### src/rtl/assert_macros.svh
// assertion helpers shared by the datapath and controller rtl files
`ifndef ASSERT_MACROS_SVH
`define ASSERT_MACROS_SVH

`ifndef SYNTHESIS
`define ASSERT_CLKD(label, clk, rst, prop, msg) \
   label: assert property (@(posedge clk) disable iff (rst) prop) else $error(msg);
`define ASSERT_CLK(label, clk, prop, msg) \
   label: assert property (@(posedge clk) prop) else $error(msg);
`else
`define ASSERT_CLKD(label, clk, rst, prop, msg)
`define ASSERT_CLK(label, clk, prop, msg)
`endif

`endif

### src/rtl/tcw_pkg.sv
package tcw_pkg;

   localparam int CHAR_W     = 8;
   localparam int COLOR_W    = 8;
   localparam int CELL_W     = CHAR_W + COLOR_W;
   localparam int CURSOR_W   = 11;
   localparam int ROW_IN_W   = 5;
   localparam int COL_IN_W   = 7;
   localparam int CSR_DATA_W = 32;
   localparam int CSR_ADDR_W = 3;
   localparam int CSR_IDX_W  = CSR_ADDR_W - 2;

   localparam logic [CHAR_W-1:0]    NEWLINE_CODE = 8'd10;
   localparam logic [CHAR_W-1:0]    SPACE_CODE   = 8'd32;
   localparam logic [COLOR_W-1:0]   RESET_COLOR  = 8'd7;

   localparam logic                 KIND_PUT  = 1'b0;
   localparam logic                 KIND_READ = 1'b1;

   localparam logic [CSR_IDX_W-1:0] REG_TEXT_COLOR = CSR_IDX_W'(0);

   // commands from the controller to the datapath
   typedef struct packed {
      logic capture;
      logic clear_step;
      logic exec_put;
      logic exec_read;
      logic load_read;
      logic scroll_start;
      logic scroll_step;
   } dp_cmd_type;

   // status from the datapath to the controller
   typedef struct packed {
      logic kind_read;
      logic scroll_needed;
      logic sweep_last;
   } dp_status_type;

endpackage

### src/rtl/tcw_ctrl.sv
`include "assert_macros.svh"

module tcw_ctrl (
   input  logic                    clock,
   input  logic                    reset,
   input  logic                    req_valid,
   output logic                    req_ready,
   output logic                    rsp_valid,
   input  logic                    rsp_ready,
   output tcw_pkg::dp_cmd_type     cmd,
   input  tcw_pkg::dp_status_type  status
);

   typedef enum logic [2:0] {
      ST_CLEAR,
      ST_IDLE,
      ST_EXEC,
      ST_READ_DONE,
      ST_SCROLL
   } state_type;

   state_type state_ff;
   logic      rsp_valid_ff;
   logic      accept;

   assign req_ready = (state_ff == ST_IDLE) && (!rsp_valid_ff || rsp_ready);
   assign accept    = req_valid && req_ready;
   assign rsp_valid = rsp_valid_ff;

   always_comb begin
      cmd              = '0;
      cmd.capture      = accept;
      cmd.clear_step   = (state_ff == ST_CLEAR);
      cmd.exec_put     = (state_ff == ST_EXEC) && !status.kind_read;
      cmd.exec_read    = (state_ff == ST_EXEC) && status.kind_read;
      cmd.load_read    = (state_ff == ST_READ_DONE);
      cmd.scroll_start = cmd.exec_put && status.scroll_needed;
      cmd.scroll_step  = (state_ff == ST_SCROLL);
   end

   always_ff @(posedge clock) begin
      if (reset) begin
         state_ff     <= ST_CLEAR;
         rsp_valid_ff <= 1'b0;
      end else begin
         if (rsp_valid_ff && rsp_ready) begin
            rsp_valid_ff <= 1'b0;
         end
         if (cmd.exec_put || cmd.load_read) begin
            rsp_valid_ff <= 1'b1;
         end
         case (state_ff)
            ST_CLEAR: begin
               if (status.sweep_last) begin
                  state_ff <= ST_IDLE;
               end
            end
            ST_IDLE: begin
               if (accept) begin
                  state_ff <= ST_EXEC;
               end
            end
            ST_EXEC: begin
               if (status.kind_read) begin
                  state_ff <= ST_READ_DONE;
               end else if (status.scroll_needed) begin
                  state_ff <= ST_SCROLL;
               end else begin
                  state_ff <= ST_IDLE;
               end
            end
            ST_READ_DONE: begin
               state_ff <= ST_IDLE;
            end
            ST_SCROLL: begin
               if (status.sweep_last) begin
                  state_ff <= ST_IDLE;
               end
            end
            default: begin
               state_ff <= ST_CLEAR;
            end
         endcase
      end
   end

   `ASSERT_CLK(a_reset_clear, clock, reset |=> (state_ff == ST_CLEAR) && !rsp_valid_ff, "reset did not start the clearing pass")
   `ASSERT_CLKD(a_accept_exec, clock, reset, accept |=> state_ff == ST_EXEC, "accepted beat not executed")
   `ASSERT_CLKD(a_rsp_source, clock, reset, $rose(rsp_valid_ff) |-> $past(state_ff == ST_EXEC) || $past(state_ff == ST_READ_DONE), "result raised outside execute")

endmodule

### config.mk
export PLATFORM = sky130hd
export DESIGN_NAME = tcw_ctrl
export DESIGN_NICKNAME = d
export VERILOG_FILES = /design/src/rtl/tcw_pkg.sv /design/src/rtl/tcw_ctrl.sv
export VERILOG_INCLUDE_DIRS = /design/src /design/src/rtl
export SDC_FILE = /design/constraint.sdc
export NUM_CORES = 1
export LEC_CHECK = 0
export BUFFER_PORTS_ARGS = -buffer_cell sky130_fd_sc_hd__buf_2
export CORE_AREA = 5 5 42 44
export CTS_BUF_LIST = sky130_fd_sc_hd__clkbuf_8
export DETAILED_ROUTE_END_ITERATION = 12
export DIE_AREA = 0 0 47 49
export GPL_ROUTABILITY_DRIVEN = 0
export PLACE_DENSITY = 0.51
export REMOVE_ABC_BUFFERS = 1
export SLEW_MARGIN = 20
export SYNTH_ARGS = -nofsm -noshare
export SYNTH_HDL_FRONTEND = slang
export SYNTH_SLANG_ARGS = --single-unit
export TNS_END_PERCENT = 20
### constraint.sdc
create_clock -name clock -period 1.2 [get_ports clock]
set_clock_uncertainty 0.2 [all_clocks]
set_input_delay 0.24 -clock clock [delete_from_list [all_inputs] [get_ports clock]]
set_output_delay 0.24 -clock clock [all_outputs]
set_load 0.01 [all_outputs]
==> run summary, run 1 <==
Status = finished, violations left
Failing checks = setup timing
Total grt overflow = 0
CP required = 0.76 ns
Final Worst Setup Slack = -0.421 ns
Routed Antenna Nets = 0
DP Cell Count = 73
Die Height = 49 um
First-pass GRT wire length = 1300 um
DR iter-0 viols = 0
# nets final = 69
Core region area = 1400 um2
Total GRT Usage = 0.0788
Clk slew on worst S/H paths = 0.03 ns
Clock sinks = 4
Synth Area in Simple Gates = 0.480
#FFs+latches synth = 4
DR WL/cell = 10.7 um
Final wirelength = 813 um
Sequential area share after synthesis = 0.290
Port bufs = 15
DRT Pass-1 Iters = 1
Pwr/cell area = 1150 nW/um2
Adder-cell area share of the yosys netlist = 0
Area of placed instances = 438 um2
XOR/XNOR Fraction of Synth Area = 0
Starting Density = 0.197
Max Slew Vio Count = 0
Commonest non-fill, non-tap cells in the layout = buf_2, buf_4, nor2_1, clkbuf_8
Drt drc = 0
Hpwl dp = 575 um
Root Buffer = clkbuf_8
Rows = 14
Sw Ratio = 0.248
Worst VDD drop = 0.000461 V
Vias per cell = 4.34
Distinct cells, synth = 19
Leakage dissipation = 0.268 nW
Minimum clock period = 1.62 ns
Number of global-route vias before repair = 331
Combinational Power Share = 0.301
Final Hold Vio Count = 0
Area leader, netlist = dfxtp_1
Mux cell area share after synthesis = 0
H-tree depth = 1
Slew of the pin with the lowest slew margin = 0.196 ns
Synthesized area per cell = 8.38 um2
Vias = 330
Kind of start point of the critical path = flip-flop
Initial antenna violation count = 0
Area share of the largest cell type after synthesis = 0.290
Share of layout cells above drive strength 1 = 0.717
Slowest CP cell = dfxtp_2
I/O Pins = 16
Worst path arrival time = 1.18 ns
Cell breakdown of the critical path = nor2b_4, nor4b_4, and2_1, buf_2
Clk_lat worst skew = 0.21 ns
Commonest non-fill, non-tap cell in the layout = buf_2
Die W = 47 um
Clk network pwr share = 0.434
Max-slew headroom = 0.869
Switch Pwr = 0.155 mW
Pin count of the biggest net entering global routing = 9
Fmax = 617 MHz
Largest stage delay, worst path = 0.31 ns
Post-Syn Area = 277 um2
Number of filler cells placed in the layout = 152
Final Cell Area = 547 um2
CTS tree = built
Compound-Gate Fraction of Synth Area = 0.131
Crit path kind = reg2out
Pre-CTS WS = -0.205 ns
RSZ-0062 raised after global routing = yes
Synth warnings = 0
Die area = 2300 um2
Crit share post-route = 1.35
Hold-fix buffers, CTS = 0
Seq pwr share = 0.265
Reg area = 90.1 um2
CP endpoint kind = output pin
Endpoints failing setup = 10
Setup tns final = -2.22 ns
Final std cells w/o fill = 76
P_int = 0.471 mW
Combinational family with the most area after synthesis = simple AND/OR/NAND/NOR gates
Max clock buf depth = 2
Hold crit path type = in2reg
Area grow syn2layout = 97.7%
Post-Synthesis Cells = 33
Crit-path max FO = 3
Num CTS Buffers = 3
Multi-input gate area = 219 um2
Final Power = 0.626 mW
Max-Cap Viols = 0
N_diodes = 0
Largest cells by area after synthesis = dfxtp_1, nor3_1, nand2b_1
-- repair_timing --
item	4_1_cts	5_1_grt
buffers inserted	0	0
setup endpoints to repair	12	13
pin swaps	0	7
resized for setup	10	8
endpoints found under the hold margin	0	0
-- worst max-delay path, delay by kind of cell, from the launching register on --
family                 cells  cell delay, ns
DFF                        1            0.31
buffers and inverters      1            0.12
and+or+nand+nor            3            0.55
-- kinds of logic after synthesis --
kind of cell / count (synthesis)
AOI/OAI and AO/OA: 5
DFF: 4
and+or+nand+nor: 20
buffers and inverters: 4
-- cell usage after synthesis --
library cell	number
a21oi_1	2
a2bb2oi_1	1
and2_1	2
and4bb_1	1
buf_2	1
buf_4	1
buf_6	1
dfxtp_1	4
inv_1	1
nand2b_1	3
nor2_1	3
nor2b_1	3
nor3_1	4
nor3b_1	1
nor4b_2	1
o21ba_1	1
o31ai_1	1
or2_2	1
or4b_1	1
-- flip-flops by register name, summed over array words and instances (netlist names) --
signal     cells
state_ff       3
rsp_valid      1
-- layout make-up --
type,count,area share
clock buffers,3,0.0755
repair buffers,27,0.316
multi-input cells,25,0.400
flip-flops and latches,4,0.165
inverters,1,0.00686
well taps,16,0.0366
-- power groups by stage --
stage	clock network, mW	registers [mW]	logic [mW]
after floorplan	0	0.164	0.0664
after global placement	0	0.164	0.164
after detailed placement	0	0.164	0.165
after CTS	0.279	0.165	0.177
after global routing	0.294	0.169	0.207
final	0.272	0.166	0.188
-- metrics by stage --
| step | hold slack (ns) | utilization |
|---|---|---|
| floorplan | 0.112 | - |
| global placement | 0.253 | 0.313 |
| detailed placement | 0.253 | 0.313 |
| CTS | 0.0272 | 0.367 |
| global route | 0.0351 | 0.390 |
| finish | 0.0263 | 0.390 |
-- final timing paths --
check                           startpoint                       end  slack [ns]  depth (start not counted)
setup / recovery    rsp_valid$_SDFFE_PP0P_                    cmd[6]       -0.42                          4
hold / removal                       reset  state_ff[2]$_SDFFE_PP0P_        0.03                          2
setup reg to reg    rsp_valid$_SDFFE_PP0P_  state_ff[0]$_SDFFE_PP0P_       -0.01                          3
hold reg to reg   state_ff[0]$_SDFFE_PP0P_  state_ff[2]$_SDFFE_PP0P_        0.38                          2
-- layer usage --
layer	part of all wire	wire length, um	global-route usage	vias up
li1	-	-	-	171
met1	0.40	327	0.0875	150
met2	0.53	433	0.115	7
met3	0.054	44	0.0332	2
met4	0.0098	8	0.0553	0
met5	0	0	0	-
Note: power is estimated with default switching activity, not from simulation.
==> run 2: changes to the inputs <==
- BUFFER_PORTS_ARGS: -buffer_cell sky130_fd_sc_hd__buf_2 -> -buffer_cell sky130_fd_sc_hd__clkbuf_2
- PLACE_DENSITY: 0.51 -> 0.58
==> run summary, run 2 (same netlist as run 1, synthesis figures left out) <==
Final Hold Vio Count = 0 (unchanged)
Hold-fix buffers, CTS = 0 (unchanged)
CP required = 0.76 ns (about the same)
Vias per cell = 4.26 (was 4.34)
Crit-path max FO = 2 (was 3)
Met3 Track Usage GR = 0.0221 (was 0.0332)
DR WL/cell = 10.4 um (was 10.7 um)
Starting Density = 0.197 (unchanged)
Num CTS Buffers = 3 (unchanged)
Clk slew on worst S/H paths = 0.03 ns (about the same)
N_diodes = 0 (unchanged)
Number of filler cells placed in the layout = 155 (was 152)
Status = finished, violations left (unchanged)
Pin count of the biggest net entering global routing = 9 (unchanged)
Share of layout cells above drive strength 1 = 0.733 (was 0.717)
Endpoints failing setup = 12 (was 10)
CTS tree = built (unchanged)
Commonest non-fill, non-tap cells in the layout = clkbuf_2, buf_4, buf_2 (was buf_2, buf_4, nor2_1, clkbuf_8)
Max-slew headroom = 0.873 (was 0.869)
Final Cell Area = 544 um2 (was 547 um2)
Clk_lat worst skew = 0.21 ns (about the same)
Area of placed instances = 430 um2 (was 438 um2)
Largest Register = state_ff (unchanged)
Met1 GRT Util = 0.0949 (was 0.0875)
DRT Pass-1 Iters = 2 (was 1)
H-tree depth = 1 (unchanged)
Number of global-route vias before repair = 310 (was 331)
Max Slew Vio Count = 0 (unchanged)
Core region area = 1400 um2 (unchanged)
GR peak layer = met2 (unchanged)
Max clock buf depth = 2 (unchanged)
Die W = 47 um (unchanged)
RSZ-0062 raised after global routing = yes (unchanged)
Worst path arrival time = 1.11 ns (was 1.18 ns)
Initial antenna violation count = 0 (unchanged)
Fmax = 645 MHz (was 617 MHz)
Drt drc = 0 (unchanged)
Global routing usage on met2 = 0.102 (was 0.115)
First-pass GRT wire length = 1230 um (was 1300 um)
Slew of the pin with the lowest slew margin = 0.189 ns (was 0.196 ns)
CP endpoint kind = output pin (unchanged)
Worst VDD drop = 0.000523 V (was 0.000461 V)
Final wirelength = 790 um (was 813 um)
Kind of start point of the critical path = flip-flop (unchanged)
# nets final = 69 (unchanged)
Total grt overflow = 0 (unchanged)
Die Height = 49 um (unchanged)
Rows = 14 (unchanged)
Routed Antenna Nets = 0 (unchanged)
Hold crit path type = in2reg (unchanged)
Max-Cap Viols = 0 (unchanged)
Final Worst Setup Slack = -0.350 ns (was -0.421 ns)
Crit path kind = reg2out (unchanged)
Total GRT Usage = 0.0726 (was 0.0788)
Pwr/cell area = 1160 nW/um2 (was 1150 nW/um2)
DR iter-0 viols = 4 (was 0)
Final Power = 0.632 mW (was 0.626 mW)
I/O Pins = 16 (unchanged)
Minimum clock period = 1.55 ns (was 1.62 ns)
Root Buffer = clkbuf_8 (unchanged)
Clock sinks = 4 (unchanged)
Hpwl dp = 591 um (was 575 um)
Max reg flops = 3 (unchanged)
Port bufs = 15 (unchanged)
Crit share post-route = 1.29 (was 1.35)
Failing checks = setup timing (unchanged)
Setup tns final = -2.73 ns (was -2.22 ns)
Die area = 2300 um2 (unchanged)
Leakage dissipation = 0.269 nW (was 0.268 nW)
Vias = 324 (was 330)
Area grow syn2layout = 96.8% (was 97.7%)
[run 2: layer usage]
| metal | vias to the layer above | wire length, um |
|---|---|---|
| li1 | 168 | - |
| met1 | 146 | 355 |
| met2 | 10 | 383 |
| met3 | 0 | 51 |
| met4 | 0 | 0 |
| met5 | - | 0 |
[run 2: repair_timing]
item                                   4_1_cts  5_1_grt
endpoints found under the hold margin        0        0
buffers inserted                             1        0
gates resized for setup                     11       11
setup endpoints to repair                   12       12
pin swaps                                    4        1
[run 2: cell type report]
class / instances / area (um2) / area share
tap: 16 / 20.0 / 0.0368
inverter: 1 / 3.75 / 0.00690
multi-input combinational: 25 / 219 / 0.402
timing repair buffer: 27 / 173 / 0.317
sequential: 4 / 87.6 / 0.161
clock buffer: 3 / 41.3 / 0.0759
[run 2: path summary, 6_finish.rpt]
| kind | start | end | slack [ns] | cells after the start |
|---|---|---|---|---|
| setup reg to reg | rsp_valid$_SDFFE_PP0P_ | state_ff[0]$_SDFFE_PP0P_ | -0.20 | 5 |
| hold reg to reg | state_ff[0]$_SDFFE_PP0P_ | state_ff[2]$_SDFFE_PP0P_ | 0.37 | 2 |
| hold / removal | reset | state_ff[2]$_SDFFE_PP0P_ | 0.04 | 2 |
| setup / recovery | rsp_valid$_SDFFE_PP0P_ | cmd[6] | -0.35 | 4 |
[run 2: stage by stage]
| step | instances | worst slack (ns) | utilization | hold slack (ns) |
|---|---|---|---|---|
| finish | 76 | -0.350 | 0.388 | 0.0432 |
| floorplan | 30 | -0.276 | - | 0.112 |
| global placement | 72 | -0.198 | 0.307 | 0.270 |
| CTS | 76 | -0.401 | 0.366 | 0.0318 |
| global route | 76 | -0.424 | 0.388 | 0.0602 |
| detailed placement | 72 | -0.198 | 0.307 | 0.266 |
[run 2: worst max-delay path, cell delays in order, from the launching register on]
cell and delay [ns]:
dfxtp_2 0.30, nor2b_4 0.13, nor4b_4 0.20, and2_1 0.15, buf_2 0.12
[run 2: report_power, final]
| group | total [mW] | leakage (nW) | internal (mW) | switching (mW) |
|---|---|---|---|---|
| logic | 0.194 | 0.213 | 0.114 | 0.0806 |
| registers | 0.164 | 0.0346 | 0.147 | 0.0175 |
| clock network | 0.274 | 0.0216 | 0.213 | 0.0606 |
==> run 3: changes to the inputs <==
- SKIP_LAST_GASP: not set -> 1
==> run summary, run 3 (same netlist as run 1, synthesis figures left out) <==
Worst VDD drop = 0.000525 V (was 0.000523 V)
RSZ-0062 raised after global routing = yes (unchanged)
Port bufs = 15 (unchanged)
Vias per cell = 4.25 (was 4.26)
CP Buf/Inv Count = 1 (unchanged)
Share of layout cells above drive strength 1 = 0.617 (was 0.733)
I/O Pins = 16 (unchanged)
Total grt overflow = 0 (unchanged)
Area of placed instances = 430 um2 (unchanged)
Max reg flops = 3 (unchanged)
Core region area = 1400 um2 (unchanged)
Leakage dissipation = 0.253 nW (was 0.269 nW)
Initial antenna violation count = 0 (unchanged)
Die W = 47 um (unchanged)
Hpwl dp = 591 um (unchanged)
Max-Cap Viols = 0 (unchanged)
Post-route core utilization = 0.360 (was 0.388)
Worst reg2reg path depth = 5 (unchanged)
N_diodes = 0 (unchanged)
Area grow syn2layout = 82.4% (was 96.8%)
Pre-CTS WS = -0.198 ns (unchanged)
Final wirelength = 763 um (was 790 um)
Max Slew Vio Count = 0 (unchanged)
Clk_lat worst skew = 0.21 ns (about the same)
Kind of start point of the critical path = flip-flop (unchanged)
Commonest non-fill, non-tap cells in the layout = clkbuf_2, buf_4 (was clkbuf_2, buf_4, buf_2)
CP required = 0.76 ns (about the same)
Setup tns final = -3.25 ns (was -2.73 ns)
H-tree depth = 1 (unchanged)
Slowest CP cell = dfxtp_1 (was dfxtp_2)
DRT Pass-1 Iters = 2 (unchanged)
Hold path depth = 2 (unchanged)
Critical path depth = 3 (was 4)
Starting Density = 0.197 (unchanged)
Minimum clock period = 1.57 ns (was 1.55 ns)
Worst path top cell family by delay = simple AND/OR/NAND/NOR gates (unchanged)
Failing checks = setup timing (unchanged)
Worst path arrival time = 1.13 ns (was 1.11 ns)
Max-slew headroom = 0.862 (was 0.873)
Crit share post-route = 1.31 (was 1.29)
First-pass GRT wire length = 1170 um (was 1230 um)
Pwr/cell area = 1210 nW/um2 (was 1160 nW/um2)
Vias = 323 (was 324)
Number of filler cells placed in the layout = 156 (was 155)
Fmax = 638 MHz (was 645 MHz)
# nets final = 69 (unchanged)
DR WL/cell = 10.0 um (was 10.4 um)
Number of global-route vias before repair = 290 (was 310)
Root Buffer = clkbuf_8 (unchanged)
Final Hold Vio Count = 0 (unchanged)
Die Height = 49 um (unchanged)
Hold-fix buffers, CTS = 0 (unchanged)
Clk slew on worst S/H paths = 0.03 ns (about the same)
Hold crit path type = in2reg (unchanged)
CP endpoint kind = output pin (unchanged)
DR iter-0 viols = 2 (was 4)
CTS tree = built (unchanged)
Rows = 14 (unchanged)
Routed Antenna Nets = 0 (unchanged)
Drt drc = 0 (unchanged)
Die area = 2300 um2 (unchanged)
Cell breakdown of the critical path = nand2b_1, nor3_1, clkbuf_2 (was nor2b_4, nor4b_4, and2_1, buf_2)
Largest Register = state_ff (unchanged)
Clock sinks = 4 (unchanged)
Total GRT Usage = 0.0698 (was 0.0726)
Pin count of the biggest net entering global routing = 9 (unchanged)
Final Cell Area = 504 um2 (was 544 um2)
Num CTS Buffers = 3 (unchanged)
Crit-path max FO = 5 (was 2)
Max clock buf depth = 2 (unchanged)
Slew of the pin with the lowest slew margin = 0.205 ns (was 0.189 ns)
Largest stage delay, worst path = 0.34 ns (was 0.30 ns)
Commonest non-fill, non-tap cell in the layout = clkbuf_2
Final Worst Setup Slack = -0.368 ns (was -0.350 ns)
Crit path kind = reg2out (unchanged)
Status = finished, violations left (unchanged)
Endpoints failing setup = 12 (unchanged)
## run 3: changes by cell type in the layout (fill, tap and decap cells not counted), sizes merged
cell / delta
buf: -5
clkbuf: +5
## run 3: final timing paths
path / from / to / slack [ns]
worst max-delay path: state_ff[2]$_SDFFE_PP0P_ / cmd[4] / -0.37
worst max register to register: rsp_valid$_SDFFE_PP0P_ / state_ff[0]$_SDFFE_PP0P_ / -0.23
worst min register to register: state_ff[0]$_SDFFE_PP0P_ / state_ff[2]$_SDFFE_PP0P_ / 0.36
worst min-delay path: reset / state_ff[2]$_SDFFE_PP0P_ / 0.05
## run 3: power by group
| group | switching [mW] | internal [mW] |
|---|---|---|
| clock | 0.0611 | 0.213 |
| sequential | 0.0160 | 0.148 |
| combinational | 0.0727 | 0.0991 |
## run 3: final cells by class
cell class | count | area, um2 | share of cell area
multi-input cells | 25 | 190 | 0.377
flip-flops and latches | 4 | 83.8 | 0.166
clock buffers | 3 | 41.3 | 0.0819
inverters | 1 | 3.75 | 0.00744
repair buffers | 27 | 165 | 0.328
well taps | 16 | 20.0 | 0.0397
## run 3: metrics by stage
step           hold slack (ns)  std cells  power [mW]
6_report                0.0511         76       0.610
5_1_grt                 0.0675         76       0.648
4_1_cts                 0.0393         76       0.610
3_5_place_dp             0.266         72       0.321
3_3_place_gp             0.270         72       0.319
2_1_floorplan            0.112         30       0.230
## run 3: repair_timing
action | CTS | global route
hold endpoints to repair | 0 | 0
resized for setup | 4 | 3
buffers inserted | 1 | 0
setup endpoints to repair | 12 | 12
## run 3: metal layers
layer  up-vias  wire length (um)  global-route usage
met1       138               341              0.0949
met4         0                 8              0.0415
met3         2                65              0.0221
li1        170                 -                   -
met5         -                 0                   0
met2        13               348              0.0928
